<file path="src/rtl/itda_pkg.sv">
package itda_pkg;

    localparam int VALUE_WIDTH = 32;
    localparam int NUM_DIGITS  = (VALUE_WIDTH * 3) / 10 + 1;
    localparam int BCD_WIDTH   = NUM_DIGITS * 4;
    localparam int BIT_CNT_W   = $clog2(VALUE_WIDTH);
    localparam int DIG_CNT_W   = $clog2(NUM_DIGITS + 1);

    localparam logic [7:0] CHAR_ZERO  = 8'd48;
    localparam logic [7:0] CHAR_MINUS = 8'd45;

endpackage

</file>
<file path="src/rtl/itda_dabble_step.sv">
module itda_dabble_step (
    input  logic [itda_pkg::BCD_WIDTH-1:0] i_bcd,
    input  logic                           i_bit,
    output logic [itda_pkg::BCD_WIDTH-1:0] o_bcd
);

    logic [itda_pkg::BCD_WIDTH-1:0] w_adj;

    genvar g;
    generate
        for (g = 0; g < itda_pkg::NUM_DIGITS; g++) begin : g_digit
            assign w_adj[g*4 +: 4] = (i_bcd[g*4 +: 4] >= 4'd5) ? i_bcd[g*4 +: 4] + 4'd3
                                                                : i_bcd[g*4 +: 4];
        end
    endgenerate

    assign o_bcd = {w_adj[itda_pkg::BCD_WIDTH-2:0], i_bit};

endmodule

</file>
<file path="src/rtl/int_to_decimal_ascii.sv">
// Signed integer to decimal ASCII text. Each request on the input carries one
// two's complement integer of itda_pkg::VALUE_WIDTH bits (32); the block sends
// its text one character per output request, most significant first: a '-'
// for a negative value, then the digits without leading zeros, zero giving a
// single '0'. o_last_char marks the final character; no null terminator is
// sent. The most negative value converts correctly. The magnitude is turned
// into BCD by a shift-and-add-3 unit that takes one bit per cycle,
// leading zero digits are dropped one per cycle, and then one character
// leaves per cycle while the output is not stalled. After a request is
// taken o_ready stays low while the value is converted, its leading zeros
// are dropped and its characters are sent, stalls of the output included,
// until the last character has been registered for the output.
module int_to_decimal_ascii (
    input  logic                                  i_clk,
    input  logic                                  i_rst_n,
    input  logic                                  i_valid,
    output logic                                  o_ready,
    input  logic signed [itda_pkg::VALUE_WIDTH-1:0] i_value,
    output logic                                  o_valid,
    input  logic                                  i_ready,
    output logic [7:0]                            o_char_code,
    output logic                                  o_last_char
);

    typedef enum logic [2:0] {
        S_IDLE,
        S_CONV,
        S_SKIP,
        S_SIGN,
        S_EMIT
    } t_state;

    t_state                           r_state,   n_state;
    logic [itda_pkg::VALUE_WIDTH-1:0] r_bits,    n_bits;
    logic [itda_pkg::BCD_WIDTH-1:0]   r_bcd,     n_bcd;
    logic [itda_pkg::BIT_CNT_W-1:0]   r_bit_cnt, n_bit_cnt;
    logic [itda_pkg::DIG_CNT_W-1:0]   r_dig_cnt, n_dig_cnt;
    logic                             r_neg,     n_neg;
    logic                             r_out_valid, n_out_valid;
    logic [7:0]                       r_char,    n_char;
    logic                             r_last,    n_last;

    logic [itda_pkg::BCD_WIDTH-1:0]   w_step_bcd;
    logic [3:0]                       w_top;
    logic                             w_slot;
    logic [itda_pkg::VALUE_WIDTH-1:0] w_raw;

    itda_dabble_step u_step (
        .i_bcd (r_bcd),
        .i_bit (r_bits[itda_pkg::VALUE_WIDTH-1]),
        .o_bcd (w_step_bcd)
    );

    assign w_top  = r_bcd[itda_pkg::BCD_WIDTH-1 -: 4];
    assign w_slot = !r_out_valid || i_ready;
    assign w_raw  = i_value;

    assign o_ready     = (r_state == S_IDLE);
    assign o_valid     = r_out_valid;
    assign o_char_code = r_char;
    assign o_last_char = r_last;

    always_comb begin
        n_state     = r_state;
        n_bits      = r_bits;
        n_bcd       = r_bcd;
        n_bit_cnt   = r_bit_cnt;
        n_dig_cnt   = r_dig_cnt;
        n_neg       = r_neg;
        n_out_valid = r_out_valid && !i_ready;
        n_char      = r_char;
        n_last      = r_last;

        case (r_state)
            S_IDLE: begin
                if (i_valid) begin
                    n_neg     = w_raw[itda_pkg::VALUE_WIDTH-1];
                    n_bits    = w_raw[itda_pkg::VALUE_WIDTH-1] ? (~w_raw + 1'b1) : w_raw;
                    n_bcd     = '0;
                    n_bit_cnt = '0;
                    n_state   = S_CONV;
                end
            end
            S_CONV: begin
                n_bcd     = w_step_bcd;
                n_bits    = {r_bits[itda_pkg::VALUE_WIDTH-2:0], 1'b0};
                n_bit_cnt = r_bit_cnt + 1'b1;
                if (r_bit_cnt == itda_pkg::BIT_CNT_W'(itda_pkg::VALUE_WIDTH - 1)) begin
                    n_dig_cnt = itda_pkg::DIG_CNT_W'(itda_pkg::NUM_DIGITS);
                    n_state   = S_SKIP;
                end
            end
            S_SKIP: begin
                if (w_top == 4'd0 && r_dig_cnt > itda_pkg::DIG_CNT_W'(1)) begin
                    n_bcd     = {r_bcd[itda_pkg::BCD_WIDTH-5:0], 4'd0};
                    n_dig_cnt = r_dig_cnt - 1'b1;
                end else if (r_neg) begin
                    n_state = S_SIGN;
                end else begin
                    n_state = S_EMIT;
                end
            end
            S_SIGN: begin
                if (w_slot) begin
                    n_out_valid = 1'b1;
                    n_char      = itda_pkg::CHAR_MINUS;
                    n_last      = 1'b0;
                    n_state     = S_EMIT;
                end
            end
            S_EMIT: begin
                if (w_slot) begin
                    n_out_valid = 1'b1;
                    n_char      = itda_pkg::CHAR_ZERO + {4'd0, w_top};
                    n_last      = (r_dig_cnt == itda_pkg::DIG_CNT_W'(1));
                    n_bcd       = {r_bcd[itda_pkg::BCD_WIDTH-5:0], 4'd0};
                    n_dig_cnt   = r_dig_cnt - 1'b1;
                    if (r_dig_cnt == itda_pkg::DIG_CNT_W'(1)) begin
                        n_state = S_IDLE;
                    end
                end
            end
            default: begin
                n_state = S_IDLE;
            end
        endcase
    end

    always_ff @(posedge i_clk) begin
        if (!i_rst_n) begin
            r_state     <= S_IDLE;
            r_out_valid <= 1'b0;
        end else begin
            r_state     <= n_state;
            r_out_valid <= n_out_valid;
        end
        r_bits    <= n_bits;
        r_bcd     <= n_bcd;
        r_bit_cnt <= n_bit_cnt;
        r_dig_cnt <= n_dig_cnt;
        r_neg     <= n_neg;
        r_char    <= n_char;
        r_last    <= n_last;
    end

endmodule
</file>
<file path="config.mk">
export PLATFORM = sky130hd
export DESIGN_NAME = int_to_decimal_ascii
export DESIGN_NICKNAME = d
export VERILOG_FILES = /design/src/rtl/itda_pkg.sv /design/src/rtl/itda_dabble_step.sv /design/src/rtl/int_to_decimal_ascii.sv
export SDC_FILE = /design/constraint.sdc
export NUM_CORES = 1
export LEC_CHECK = 0
export ABC_AREA = 0
export BUFFER_PORTS_ARGS = -buffer_cell sky130_fd_sc_hd__buf_2
export CAP_MARGIN = 20
export CORE_ASPECT_RATIO = 2
export CORE_MARGIN = 8
export CORE_UTILIZATION = 40
export CTS_CLUSTER_DIAMETER = 80
export CTS_CLUSTER_SIZE = 16
export DETAILED_ROUTE_END_ITERATION = 16
export GPL_ROUTABILITY_DRIVEN = 1
export GPL_TIMING_DRIVEN = 0
export PLACE_DENSITY_LB_ADDON = 0.08
export SLEW_MARGIN = 20
export SYNTH_ARGS = -nofsm -noshare
export SYNTH_HDL_FRONTEND = slang
export SYNTH_SLANG_ARGS = --single-unit
</file>
<file path="constraint.sdc">
create_clock -name i_clk -period 3.1 [get_ports i_clk]
set_clock_uncertainty 0.2 [all_clocks]
set_input_delay 0.31 -clock i_clk [delete_from_list [all_inputs] [get_ports i_clk]]
set_output_delay 0.31 -clock i_clk [all_outputs]
set_load 0.01 [all_outputs]
</file>
# Word-level counts from Yosys, hierarchy flattened
# Index checks and enable logic that the tools add are counted.
# W data, S select, Z words.
word_totals:
  regBits: 95
  latchBits: 0
  ramBits: 0
  romBits: 0
  inputBits: 36
  word_cells: 105
  n_memories: 0
classes:
  add_sub_neg: 14
  mul: 0
  div_mod_pow: 0
  magnitude_cmp: 11
  n_eq_ne: 13
  shifts: 0
  n_mux: 39
  bitwise_logic: 1
  n_reduce_logical: 18
ops:
  columns: ["op", "n"]
  rows:
  - ["$pmux W40 S4", 1]
  - ["$mux W40", 3]
  - ["$mux W32", 2]
  - ["$pmux W32 S2", 1]
  - ["$mux W4", 12]
  - ["$ge A4 B3 Y1 const B", 10]
  - ["$add A4 B2 Y4 const B", 9]
  - ["$add A32 B1 Y32 const B", 1]
  - ["$not A32 Y32", 1]
  - ["$mux W3", 8]
  - ["$mux W8", 2]
  - ["$pmux W8 S2", 1]
  - ["$pmux W3 S5", 1]
  - ["$ne A2 B2 Y1 const B", 7]
  - ["$pmux W4 S3", 1]
  - ["$pmux W5 S2", 1]
  - ["$reduce_and A4 Y1", 2]
  - ["$add A6 B4 Y7 const A", 1]
  - ["$eq A3 B2 Y1 const B", 2]
  - ["$reduce_and A6 Y1", 1]
  - ["$add A5 B1 Y5 const B", 1]
  - ["$eq A5 B5 Y1 const B", 1]
  - ["$mux W5", 1]
  - ["$eq A4 B1 Y1 const B", 1]
  - ["18 further kinds", 25]

# Logic depth before layout (Yosys ltp)
# Gate-level depths: netlist (run 1).
depth:
  ltp_word: 5
  mapped_depth: 8
  mapped_depth_nobuf: 8

# Hierarchy
# Synthesis (run 1) repeated with hierarchy kept, for this count alone.
unflattened:
  cells_unflattened: 556
  hier_area_um2: 5698.0
modules_own_cells:
  columns: ["module", "instances", "cells_each", "area_per_inst_um2"]
  rows:
  - ["int_to_decimal_ascii", 1, 399, 4697.0]
  - ["itda_dabble_step", 1, 157, 1001.0]

# Least setup slack after synthesis (run 1)
# No wires, ideal clock.
synth_path:
  path_kind: "register to register"
  start: "register r_state[0]"
  end: "register r_bcd[0] in the netlist's numbering, enable pin"
  setup_time_ns: 0.404
  t_arrival_ns: 2.627
  setup_slack_ns: -0.131
  path_stages_with_launch: 6
  path_buffers: 1
  cell_sequence: "dfxtp_1 > buf_2 > nor3_1 > and2_1 > or2_2 > nand2b_1"
synth_via:
  elab_chain_len: 3
  word_cells_on_any_way: 9
  cone_classes: "eq/ne: 6; reduce/logical: 3"
synth_lines:
  columns: ["element", "line", "text"]
  rows:
  - ["from (decl)", "int_to_decimal_ascii.sv:33", "t_state r_state, n_state;"]
  - ["from (signal assigned)", "int_to_decimal_ascii.sv:134", "r_state <= n_state;"]
  - ["$logic_not A3 Y1 (*)", null, null]
  - ["net o_ready", "int_to_decimal_ascii.sv:17", "output logic o_ready,"]
  - ["$reduce_bool A4 Y1 (no line) or $ne A2 B2 Y1 (tied branches)", null, null]
  - ["$reduce_and A4 Y1 (no line) (*)", null, null]
  - ["to (signal assigned)", "int_to_decimal_ascii.sv:138", "r_bcd <= n_bcd;"]
  - ["to (decl)", "int_to_decimal_ascii.sv:35", "logic [itda_pkg::BCD_WIDTH-1:0] r_bcd, n_bcd;"]
# Mark *: on every way through the listed nets, which the timed path passes. The rest lies on a longest branch.
# A chain may end at the register's enable or synchronous reset.

# Worst setup path in the final report (run 1)
layout_path:
  start: "register r_state[0]"
  end: "register r_bcd[39] in the netlist's numbering, enable pin"
layout_via:
  elab_chain_len: 3
  word_cells_on_any_way: 9
  cone_classes: "eq/ne: 6; reduce/logical: 3"
layout_lines:
  columns: ["element", "line", "text"]
  rows:
  - ["$eq A3 B2 Y1 (tied with other cells)", "int_to_decimal_ascii.sv:74", "case (r_state)"]
  - ["$ne A2 B2 Y1 (no line) or $reduce_bool A4 Y1 (tied branches)", null, null]
  - ["$reduce_and A4 Y1 (no line) (*)", null, null]
# Mark *: on every way between the ends. The rest lies on a longest branch, timed or not.

==> results of run 1 <==
[cell usage after synthesis (all sizes together) (8+ instances only)]
library cell,instances
inv,29
xnor2,13
buf,13
o31ai,15
o21ai,70
xor2,35
edfxtp,88
o41ai,10
nor3,10
clkbuf,13
nand2b,15
a21oi,42
ha,25
nand3,8
nand2,79
nor3b,13
nor2,32
[routing by layer]
metal | track usage, % | up-vias
met5 | 0 | -
li1 | - | 2123
met1 | 15.0 | 2003
met3 | 2.28 | 24
met2 | 30.4 | 79
met4 | 7.99 | 0
[repair_timing]
item	CTS	global route
gates resized for setup	2	0
pin swaps	0	1
cloned	0	2
setup endpoints to repair	40	40
[state kept, by name, indices dropped and copies added, names as in the netlist]
register     flops
r_state          3
o_char_code      5
r_bcd           40
r_dig_cnt        4
r_neg            1
r_bit_cnt        5
o_valid          1
r_bits          32
o_last_char      1
[cells in the final DEF (no fill, tap or decap), drive strengths merged, types with 2 or more instances in the layout]
cell type,n
nor3,10
xor2,35
mux2i,2
nand3,8
a22o,5
nor2b,3
xnor2,13
nor4,4
nand2b,16
buf,55
o21ai,70
a21oi,42
edfxtp,88
nor4b,4
nor2,32
conb,3
ha,25
o41ai,10
inv,29
nand2,79
dfxtp,4
nor3b,13
or3,7
o31ai,15
or2,4
clkinv,4
clkbuf,24
and2,6
nand4,2
[final timing paths]
| check | cells after the start | slack [ps] | startpoint | endpoint |
|---|---|---|---|---|
| setup / recovery | 5 | 380 | r_state[0] | r_bcd[39] |
| setup reg to reg | 5 | 380 | r_state[0] | r_bcd[39] |
| hold reg to reg | 2 | 330 | r_bits[1] | r_bits[2] |
| hold / removal | 2 | 40 | i_rst_n | r_state[0] |
[cell type report]
type / count / area share, %
clock buffers: 11 / 3.64
repair buffers: 42 / 3.29
plain buffers: 26 / 1.84
clock inverters: 5 / 0.821
flip-flops and latches: 92 / 42.6
multi-input cells: 419 / 42.5
inverters: 29 / 1.70
well taps: 189 / 3.70
[metrics by stage]
stage | area (µm²) | setup TNS, ps | hold slack (ps) | power, µW
2_1_floorplan | 5640 | 0 | 209 | 2090
3_3_place_gp | 6090 | -17850 | 304 | 2270
3_5_place_dp | 6090 | -22260 | 311 | 2300
4_1_cts | 6380 | 0 | 25.2 | 3380
5_1_grt | 6400 | 0 | 31.4 | 3520
6_report | 6400 | 0 | 37.4 | 3350
[kinds of logic (layout without fill, tap and decap cells)]
| group | after synthesis | in the layout | synth area share [%] |
|---|---|---|---|
| buffers and inverters | 55 | 113 | 4.02 |
| other | 2 | 3 | 0.133 |
| AOI/OAI and AO/OA | 149 | 149 | 16.7 |
| xor gates and xnor gates | 48 | 48 | 7.46 |
| adders and majority gates | 25 | 25 | 5.55 |
| and+or+nand+nor | 189 | 191 | 17.3 |
| DFF | 92 | 92 | 48.3 |
| muxes | 3 | 3 | 0.555 |
[power breakdown]
group / total, µW / switching, µW / internal [µW] / leakage, µW
Combinational: 605 / 370 / 235 / 0.00130
Sequential: 1660 / 107 / 1560 / 0.000919
Clock: 1080 / 461 / 622 / 0.000141
Total: 3350 / 939 / 2410 / 0.00236
==> metrics.md, run 1 <==
| Metric | Value |
|---|---|
| Yosys Warn Count | 0 |
| Met2 wire length | a little under 8000 µm |
| GPL Wtd Cong | 0.864 |
| Met3 routed WL | 304 µm |
| Crit Path Max Fanout | 20 |
| Final setup viols | 0 |
| Count of non-filler cells in the finished layout | 813 |
| Mean Syn Cell Area | 10.0 µm² |
| Hold Violations, Final | 0 |
| Sequential standard cell area | ~0.0027 mm² |
| Num rows | 61 |
| Global-route wire length before repair | around 22000 µm |
| Power per Cell Area | ~520 mW/mm² |
| Placed Cells | a little under 800 |
| Vias/cell | 5.20 |
| P_leak | 0.00236 µW |
| Syn Std Cell Area | approximately 0.0056 mm² |
| Post-route clock period utilization | between 80% and 90% |
| Vias in the first global route | roughly 4600 |
| RSZ-0062 raised after global routing | false |
| Initial DRC count | 220 |
| Final Util | between 40 and 50% |
| Insertion delay to the later sink of the worst-skew pair | 340 ps |
| WP data required | 2880 ps |
| Hold bufs inserted after CTS | 0 |
| Worst path cell trace | buf_2 > inv_2 > nor3_1 > or2_4 > nand2b_2 |
| Worst Setup End Kind | register |
| Clock Tree Buf Depth | 2 |
| IO Pins | 47 |
| Largest stage delay, worst path | 600 ps |
| #FFs+latches synth | between 90 and 100 |
| Post-synth EDFFs | 88 |
| Clock root buffer | clkbuf_16 |
| Total grt overflow | 0 |
| Top cell family by delay on the critical path | simple AND/OR/NAND/NOR gates |
| Critical Setup Path Class | register to register |
| Hold crit path type | input port to register |
| Post-route ant nets | 0 |
| Final worst slack | between 300 and 400 ps |
| Starting Density | between 40% and 50% |
| Share of layout cells above drive strength 1 | around 15% |
| DIE HEIGHT | about 180 µm |
| Filler Cell Count | around 1300 |
| Crit path buf inv count | 2 |
| Aggregate global-route resource usage | 15.6% |
| Antenna diodes | 0 |
| First-pass iteration count of the detailed router | 6 |
| Yosys top cell by area | edfxtp_1 |
| Synth area leaders | edfxtp_1 (47%), o21ai_0 (5.6%), ha_1 (5.5%), xor2_1 (5.4%), nand2_1 (5.2%) |
| Initial antenna violation count | 0 |
| Seq/Total Area, Yosys | 48.3% |
| Area Overhead vs Synth | 13.5% |
| Final Max Tran Viols | 0 |
| Syn Inst Count | 563 |
| Die Area | 0.0184 mm² |
| Largest net degree at the start of global routing | a little over 40 |
| CORE AREA | 0.0138 mm² |
| DP Worst Slack | -561 ps |
| Reg clk slew, reported paths | 70 ps |
| Primary FF master, synth | edfxtp_1 |
| H-tree level count | 3 |
| IO buf count | 42 |
| Synth top area share | between 40% and 50% |
| Netlist cell types | 50 |
| Drt wl/cell | between 15 and 20 µm |
| Top Layer Used | met4 |
| Max cap viols | 0 |
| DIE WIDTH | ~100 µm |
| Final Net Count | 680 |
| # clock sinks | 92 |
| Post-CTS setup buffer count | 0 |
| Min Tclk post-route | about 2700 ps |
| Actual slew at the worst max-slew pin | between 600 and 700 ps |
| Max-slew headroom | between 50% and 60% |
| FFs w/ async S/R, synth | 0% |
| Total CTS buffers | 9 |
| CTS tree | yes |
| Multi-input gate area | around 0.0027 mm² |
| Critical Path AT | about 2500 ps |
| Max Freq | about 370 MHz |
| Drt total wl | between 10000 and 15000 µm |
| Max stage delay cell, worst path | nor3_1 |
| Status | finished, final reports clean |
| DR vias | roughly 4200 |
| HPWL after DPL | 10300 µm |
| Peak VDD IR | 0.275 mV |
| Remaining DRCs | 0 |
| Wl on met1 | 5290 µm |
| Startpoint types | register |
Note: power is estimated with default switching activity, not from simulation.
==> inputs of run 2 (changes only) <==
ABC_AREA = 1   (was 0)
CORE_ASPECT_RATIO = default   (was 2)
==> run 2 against run 1 <==
Effect of this change: utilization rose by 0.63 points; routed wire length is 5.0% higher; via count up 15%; combinational power increased to 5.3 times the previous value; critical endpoint is now r_bcd[6]; largest power group is now combinational logic.
==> metrics.md, run 2 <==
| Metric | Value |
|---|---|
| Critical Setup Path Class | register to register |
| Drt wl/cell | 15.2 µm |
| RSZ-0062 raised after global routing | false |
| Actual slew at the worst max-slew pin | roughly 810 ps |
| Resized cells post-CTS | 0 |
| Vias in the first global route | between 4000 and 5000 |
| Die Area | 0.0186 mm² |
| Largest register FFs | 40 |
| Vias/cell | 5.10 |
| Initial DRC count | 355 |
| Primary FF master, synth | edfxtp_1 |
| FFs w/ async S/R, synth | 0% |
| Aggregate global-route resource usage | between 10% and 20% |
| Max-slew headroom | 46.1% |
| Final Net Count | roughly 830 |
| Final setup viols | 0 |
| GPL Wtd Cong | 0.840 |
| Startpoint types | register |
| Multi-input gate area | about 0.0026 mm² |
| Drt total wl | around 15000 µm |
| Num rows | between 40 and 50 |
| Largest stage delay, worst path | about 700 ps |
| Hold Violations, Final | 0 |
| Yosys top cell by area | edfxtp_1 |
| Share of layout cells above drive strength 1 | 13.4% |
| Mean Syn Cell Area | 8.22 µm² |
| P_leak | 0.00292 µW |
| Post-route clock period utilization | between 80% and 90% |
| Syn Inst Count | just over 700 |
| Top-count cell post-synth | nand2_1 |
| Critical Path AT | around 2600 ps |
| First-pass iteration count of the detailed router | 5 |
| Largest regs | r_bcd x40, r_bits x32 |
| IO Pins | 47 |
| Int Power | roughly 4300 µW |
| Final Max Tran Viols | 0 |
| Max stage delay cell, worst path | nor3_4 |
| Area Overhead vs Synth | 16.0% |
| Total grt overflow | 0 |
| Status | finished, final reports clean |
| CTS tree | yes |
| Pwr Total | between 7000 and 8000 µW |
| IO buf count | 43 |
| Worst path cell trace | inv_1 > ha_1 > o21ai_0 > a31oi_1 > nor3_4 > buf_8 |
| Most common cell after layout, fill and taps aside | nand2_1 |
| Reg clk slew, reported paths | 60 ps |
| Post-synth EDFFs | 88 |
| Initial antenna violation count | 0 |
| Commonest cells post-synth | nand2_1 (160), inv_1 (100), edfxtp_1 (88), nor2_1 (76), o21ai_0 (59) |
| HPWL after DPL | around 11000 µm |
| Reg2Reg Launch Point | r_dig_cnt[0] |
| Net Sw Frac | 40.7% |
| Synth area leaders | edfxtp_1 (46%), nand2_1 (10%), inv_1 (6.5%), ha_1 (5.4%), o21ai_0 (5.1%) |
| Clock root buffer | clkbuf_16 |
| Hold crit path type | input port to register |
| Remaining DRCs | 0 |
| Clock power share | slightly below 20% |
| Switching pwr | approximately 3000 µW |
| Syn Std Cell Area | just under 0.006 mm² |
| Largest Register | r_bcd |
| Peak VDD IR | about 0.37 mV |
| Clock Tree Buf Depth | 2 |
| Sequential Power Share | a little under two fifths |
| Setup crit start | r_dig_cnt[0] |
| Seq/Total Area, Yosys | between 40% and 50% |
| DIE WIDTH | 136 µm |
| Yosys Warn Count | 0 |
| Min Tclk post-route | approximately 2700 ps |
| DIE HEIGHT | approximately 140 µm |
| Design Area, Final | roughly 0.0067 mm² |
| DR vias | between 4000 and 5000 |
| #FFs+latches synth | slightly above 90 |
| Synth top area share | between 40% and 50% |
| Most frequent cells in the layout | nand2_1 (160), inv_1 (100), edfxtp_1 (88) |
| DP Worst Slack | 392 ps |
| H-tree level count | 3 |
| Sequential standard cell area | between 0.002 and 0.003 mm² |
| Setup TNS | 0 ps |
| Worst Setup End Kind | register |
| Power per Cell Area | approximately 1100 mW/mm² |
| Post-route ant nets | 0 |
| Crit Path Max Fanout | 16 |
| Placed Area | 0.00632 mm² |
| Netlist cell types | 38 |
| Total CTS buffers | 9 |
| Global-route wire length before repair | around 24000 µm |
| Insertion delay to the later sink of the worst-skew pair | about 350 ps |
| Starting Density | between 40 and 50% |
| Combinational share of power | around 43% |
| CORE AREA | around 0.014 mm² |
| Largest net degree at the start of global routing | 24 |
| Hold path startpoint | i_rst_n |
| Antenna diodes | 0 |
| Final worst slack | a little over 400 ps |
| Filler Cell Count | 1424 |
| Max cap viols | 0 |
| # clock sinks | 92 |
| Max Freq | between 300 and 400 MHz |
| WP data required | between 2000 and 3000 ps |
## run 2: cell count changes in the layout (fill, tap and decap cells not counted), moves of 9 or more
cell	change
a21oi_1	-22
nand4_1	+9
nand3_1	+48
xnor2_1	-9
nand2_1	+82
o41ai_2	-9
clkbuf_1	-11
nand2b_1	-14
inv_1	+72
o22ai_1	+15
xor2_1	-24
nor2_1	+44
nor3b_1	-12
## run 2: layout make-up
class                           instances  share of cell area, %
Clock buffer                            9                   3.35
Inverter                              106                   5.96
Sequential cell                        92                   40.5
Clock inverter                          7                   2.42
Buffer                                 20                   1.56
Tap cell                              184                   3.43
Multi-Input combinational cell        488                   38.5
Timing Repair Buffer                   47                   4.21
## run 2: logic make-up after synthesis
logic type                 Yosys count  share of synthesized area [%]
xor gates and xnor gates            15                           2.27
adders and majority gates           25                           5.40
AOI/OAI and AO/OA                  124                           13.0
other                                2                          0.130
and+or+nand+nor                    321                           23.5
DFF                                 92                           47.0
buffers and inverters              126                           8.73
## run 2: stage by stage
| stage | hold WS (ps) | util, % | instances |
|---|---|---|---|
| floorplan | 209 | - | 706 |
| CTS | 1.88 | 46.9 | 953 |
| detailed placement | 297 | 44.2 | 936 |
| global placement | 286 | 43.7 | 933 |
| global route | 22.0 | 46.9 | 953 |
| finish | 12.6 | 46.9 | 953 |
## run 2: worst paths after layout
path / endpoint / slack [ps] / cells past startpoint
worst max-delay path: r_bcd[6] / 410 / 6
worst max register to register: r_bcd[6] / 410 / 6
worst min register to register: r_state[0] / 310 / 2
worst min-delay path: o_valid / 10 / 3
## run 2: power groups by stage
stage,clock (µW),sequential [µW],combinational (µW)
floorplan,0,2670,2190
global placement,0,2770,2950
detailed placement,0,2730,3200
CTS,1460,2710,3210
global route,1500,2790,3600
finish,1430,2720,3180
## run 2: per-layer routing
metal  routed length [µm]  track usage [%]  part of all wire [%]
met5                    0                0                     0
met4                  281             6.96                   1.9
met3                  459             2.51                   3.2
met1                 6810             19.9                    47
met2                 6980             27.7                    48
## run 2: repair_timing
action	in CTS	in global routing
endpoints found under the setup margin	0	0
hold endpoints to repair	1	0
buffers inserted	0	0
hold buffers	1	0
## run 2: critical path, delay by kind of cell (launching register included)
kind,cells,cell delay [ps]
adder cells (fa/ha/maj),1,220
AND/OR/NAND/NOR,1,710
buffers and inverters,2,320
AO/OA/AOI/OAI,2,520
flip-flops,1,420
